$ cat config.mk
export PLATFORM = sky130hd
export DESIGN_NAME = cqs_mac
export DESIGN_NICKNAME = d
export VERILOG_FILES = /design/src/cqs_pkg.sv /design/src/cqs_mac.sv
export SDC_FILE = /design/constraint.sdc
export NUM_CORES = 2
export LEC_CHECK = 0
export BUFFER_PORTS_ARGS = -buffer_cell sky130_fd_sc_hd__buf_2
export CAP_MARGIN = 20
export CORE_MARGIN = 3
export CORE_UTILIZATION = 54
export CTS_BUF_LIST = sky130_fd_sc_hd__clkbuf_8
export DETAILED_ROUTE_END_ITERATION = 7
export PLACE_DENSITY = 0.73
export SYNTH_ARGS = -nofsm -noshare
export SYNTH_HDL_FRONTEND = slang
export SYNTH_SLANG_ARGS = --single-unit
$ cat constraint.sdc
create_clock -name clk -period 3.8 [get_ports clk]
set_input_delay 0.19 -clock clk [delete_from_list [all_inputs] [get_ports clk]]
set_output_delay 0.19 -clock clk [all_outputs]
set_load 0.02 [all_outputs]
$ cat src/cqs_pkg.sv
// Shared constants, command codes and inter-module types of the constant-Q spectrum block.
package cqs_pkg;

	localparam int MAX_WINDOW   = 16384;
	localparam int WP_W         = $clog2(MAX_WINDOW);
	localparam int NUM_BUCKETS  = 64;
	localparam int BK_W         = $clog2(NUM_BUCKETS);
	localparam int BC_W         = 7;
	localparam int KERNEL_DEPTH = 262144;
	localparam int KA_W         = $clog2(KERNEL_DEPTH);
	localparam int WL_W         = 15;
	localparam int SMP_W        = 16;
	localparam int COEF_W       = 32;
	localparam int ACC_W        = 64;
	localparam int DB_W         = 16;
	localparam int PIX_W        = 8;
	localparam int DR_W         = 15;
	localparam int HOP_W        = 16;
	localparam int CFG_IDX_W    = 3;
	localparam int CFG_DATA_W   = 16;

	localparam logic [1:0] CMD_LOAD_LEN  = 2'd0;
	localparam logic [1:0] CMD_LOAD_KERN = 2'd1;
	localparam logic [1:0] CMD_SAMPLE    = 2'd2;

	localparam logic [CFG_IDX_W-1:0] REG_BUCKET_COUNT = 3'd0;
	localparam logic [CFG_IDX_W-1:0] REG_WINDOW_MAX   = 3'd1;
	localparam logic [CFG_IDX_W-1:0] REG_HOP_LEN      = 3'd2;
	localparam logic [CFG_IDX_W-1:0] REG_MAX_AMP      = 3'd3;
	localparam logic [CFG_IDX_W-1:0] REG_DYN_RANGE    = 3'd4;

	typedef struct packed {
		logic                    done;
		logic signed [ACC_W-1:0] sum_sin;
		logic signed [ACC_W-1:0] sum_cos;
	} cqs_mac_res_t;

	typedef struct packed {
		logic                   done;
		logic signed [DB_W-1:0] level_db;
		logic [PIX_W-1:0]       pixel;
	} cqs_post_res_t;

endpackage

$ cat src/cqs_mac.sv
// Kernel correlation engine: streams window and kernel reads, multiplies and accumulates.
module cqs_mac import cqs_pkg::*; (
	input  logic                    clk,
	input  logic                    arst_n,
	input  logic                    start,
	input  logic [WP_W-1:0]         start_addr,
	input  logic [KA_W-1:0]         base,
	input  logic [WL_W-1:0]         len,
	output logic [WP_W-1:0]         samp_addr,
	output logic [KA_W-1:0]         kern_addr,
	input  logic signed [SMP_W-1:0] samp_rdata,
	input  logic [2*COEF_W-1:0]     kern_rdata,
	output cqs_mac_res_t            res
);

	logic                    busy_q;
	logic                    done_q;
	logic [WL_W-1:0]         n_q;
	logic [WL_W-1:0]         len_q;
	logic [WP_W-1:0]         start_q;
	logic [KA_W-1:0]         base_q;
	logic                    vld_s1;
	logic                    vld_s2;
	logic signed [47:0]      psin_s2;
	logic signed [47:0]      pcos_s2;
	logic signed [ACC_W-1:0] asin_q;
	logic signed [ACC_W-1:0] acos_q;
	logic                    issue;
	logic signed [47:0]      psin;
	logic signed [47:0]      pcos;

	assign issue     = busy_q && (n_q != len_q);
	assign samp_addr = start_q + n_q[WP_W-1:0];
	assign kern_addr = base_q + KA_W'(n_q);
	assign psin      = samp_rdata * $signed(kern_rdata[2*COEF_W-1:COEF_W]);
	assign pcos      = samp_rdata * $signed(kern_rdata[COEF_W-1:0]);

	always_comb begin
		res.done    = done_q;
		res.sum_sin = asin_q;
		res.sum_cos = acos_q;
	end

	always_ff @(posedge clk or negedge arst_n) begin
		if (!arst_n) begin
			busy_q <= 1'b0;
			done_q <= 1'b0;
			vld_s1 <= 1'b0;
			vld_s2 <= 1'b0;
			n_q    <= '0;
		end else begin
			done_q <= 1'b0;
			vld_s1 <= issue;
			vld_s2 <= vld_s1;
			if (start) begin
				busy_q <= 1'b1;
				n_q    <= '0;
			end else if (issue) begin
				n_q <= n_q + 1'b1;
			end else if (busy_q && !vld_s1 && !vld_s2) begin
				busy_q <= 1'b0;
				done_q <= 1'b1;
			end
		end
	end

	always_ff @(posedge clk) begin
		if (start) begin
			len_q   <= len;
			start_q <= start_addr;
			base_q  <= base;
			asin_q  <= '0;
			acos_q  <= '0;
		end else if (vld_s2) begin
			asin_q <= asin_q + ACC_W'(psin_s2);
			acos_q <= acos_q + ACC_W'(pcos_s2);
		end
		psin_s2 <= psin;
		pcos_s2 <= pcos;
	end

endmodule

==> results.txt <==
Status - complete, but fails checks
Failing checks - negative setup slack
Unrepaired setup endpoints after global routing - true
Setup TNS - -96930 ps
Final Skew - 22.6 ps
First-pass GRT wire length - 240000 um
DIE AREA - 101000 um2
Synth async-reset ratio - 6.55%
Count leader, synth - inv_1
Syn_area_per_cell - 8.90 um2
Worst Path Max Fanout - 8
Dpl ws - -2800 ps
Sequential area share after synthesis - 12.2%
Max stage delay on crit path - 570 ps
Routed len/inst - 18.7 um
Peak Freq - 0.179 GHz
Die Span X - 317 um
Routability Congestion - 0.945
Worst r2r src - psin_s2[0]
Remaining Overflow, GRT - 0
Critical Path RT - 4320 ps
Synth Area in Simple Gates - 15.2%
Delay-heaviest family, CP - adder cells
Post-DRT Antenna Nets - 0
Final net count - 8225
Worst slew margin - 41.1%
Clk buf depth - 3
Port Buffers - 290
Synth-to-Final Area Change - 24.3%
Mux cell area share after synthesis - 1.67%
Finished Core Util - 68.2%
Critical path depth - 29
Critical Path AT - 6120 ps
Crit share post-route - 147%
Compound-Gate Fraction of Synth Area - 9.86%
Worst setup path category - input pin to register
Internal reg-to-reg setup slack - 110 ps
Worst-Margin Slew - 884 ps
Layout fillers - 7292
Synth Area in Adders - 46.4%
Number of buffers created by CTS - 53
Min cycle time layout - 5600 ps
Core Region - 95600 um2
Flip-flop and latch count after synthesis - 290
Largest family of logic cells by synthesized area - adder cells
Vias per std cell - 5.43
I/O Pins - 291
Syn Inst Count - 5884
Global Route Usage Sum - 29.2%
Total Wirelength - 150000 um
Fin. Hold Viols - 0
Area of the mapped netlist - 52400 um2
Ys Warns - 0
Crit start category - input pin
Register Area - 6380 um2
H-Tree Depth - 2
Initial Utilization - 54.8%
Synth top area cells - fa_1 37%, ha_1 9.1%, dfxtp_1 8.6%
Vias - 43690
Post-DP HPWL - 118000 um
Critical Path Most Common Cell - fa_1
Highest-delay cell along the critical path - fa_1
Setup violators final - 78
Drt pass-1 iters - 6
Area of the multi-input gates - 42900 um2
Reg-to-reg endpoint - asin_q[42]
Largest net degree at the start of global routing - 102
EDFF count, synth - 47
Worst path buffer plus inverter count - 11
Main synth FF type - dfxtp_1
Die Height - 317 um
XOR/XNOR Fraction of Synth Area - 4.58%
# rows - 113
Commonest cells post-synth - 1148 x inv_1, 976 x fa_1, 709 x nand2_1
CTS Root Cell - clkbuf_8
Max-slew violation count - 0
Design Area, Final - 65100 um2
Hold WC Path Type - input pin to asynchronous set/reset pin
Placed Instance Area - 59800 um2
Cell depth of the worst flop-to-flop path - 14
Synth unique cells - 90
CTS sink count - 290
Worst skew pair latency - 660 ps
Final WS setup - -1800 ps
Number of global-route vias before repair - 46124
Synth area leader - fa_1
Initial antenna violation count - 11
CTS clk-pin slew, worst paths - 60 ps
Layout cells sized above 1 - 22.6%
Initial DRC Count - 3227
Setup crit end kind - register
# DRC - 0
Post-Syn Nets - 7373
Top-area cell type share of the netlist area - 37.3%
Total of max-cap violations - 0
CTS tree - yes
registers in the layout, summed over array words and instances (netlist names):
| name | cells |
|---|---|
| acos_q | 64 |
| asin_q | 64 |
| base_q | 18 |
| busy_q | 1 |
| done_q | 1 |
| len_q | 15 |
| n_q | 15 |
| pcos_s2 | 48 |
| psin_s2 | 48 |
| start_q | 14 |
| vld_s1 | 1 |
| vld_s2 | 1 |
kinds of logic (layout without fill, tap and decap cells):
kind of cell / count (synthesis) / count (layout)
flops: 290 / 290
xor+xnor: 274 / 274
fa+ha+maj: 1359 / 1359
other cells: 0 / 8
compound gates: 784 / 784
mux: 87 / 87
simple gates: 1681 / 1681
buf+inv: 1409 / 2303
per-layer routing:
layer / track usage (%) / wire, um / up-vias
li1: - / - / 19955
met1: 39.3 / 62000 / 21833
met2: 48.7 / 72500 / 1580
met3: 4.52 / 10800 / 320
met4: 9.20 / 4940 / 2
met5: 0 / 13 / -
cells in the final DEF, fill, tap and decap left out, types with 74 or more instances in the layout:
cell     count
nand2_1    688
nor2_1     277
buf_4      593
a21oi_1    173
a21o_1     161
fa_1       941
inv_1     1103
ha_1       336
buf_6       91
o21ai_0     74
buf_2      240
dfxtp_1    224
xnor2_1    159
xor2_1      98
mux2i_1     86
and2_1     369
worst max path at each step:
stage	slack (ps)	end	from
2_1_floorplan	-2240	pcos_s2[46]	samp_rdata[4]
3_3_place_gp	-2690	pcos_s2[46]	samp_rdata[2]
3_5_place_dp	-2800	pcos_s2[40]	samp_rdata[2]
4_1_cts	-1690	pcos_s2[47]	kern_rdata[7]
5_1_grt	-1980	pcos_s2[47]	kern_rdata[6]
6_report	-1800	pcos_s2[40]	kern_rdata[6]
worst register-to-register path, stage by stage (launching register included):
cell and delay (ps):
dfxtp_1 360, ha_2 250, inv_1 80, fa_1 420
nand2b_1 220, a21oi_2 200, o211a_1 260, o211ai_1 240
a2111oi_2 410, nor2_1 160, o41ai_2 430, a31oi_1 170
xnor2_1 160, mux2i_1 160, nor2_1 50
layout make-up:
type	count	area share (%)
Multi-Input combinational cell	4185	65.8
Timing Repair Buffer	1055	13.5
Sequential cell	290	9.79
Inverter	1151	6.64
Tap cell	1265	2.43
Clock buffer	70	1.48
Clock inverter	27	0.353
Antenna cell	8	0.0307
metrics by stage:
| step | hold WS [ps] | std cells |
|---|---|---|
| 2_1_floorplan | -106 | 5884 |
| 3_3_place_gp | 165 | 7781 |
| 3_5_place_dp | 177 | 7781 |
| 4_1_cts | 20.7 | 7995 |
| 5_1_grt | 92.3 | 8050 |
| 6_report | 75.1 | 8051 |
what timing repair did:
| action | 4_1_cts | 5_1_grt |
|---|---|---|
| setup buffers | 59 | 65 |
| cloned | 10 | 2 |
| pin swaps | 132 | 227 |
| endpoints found under the setup margin | 88 | 101 |
| hold buffers | 51 | 0 |
| gates resized for setup | 326 | 320 |
| endpoints found under the hold margin | 117 | 0 |
Power is not shown: default switching activity piles up to over one toggle a cycle in this logic, so the estimate is an artifact.
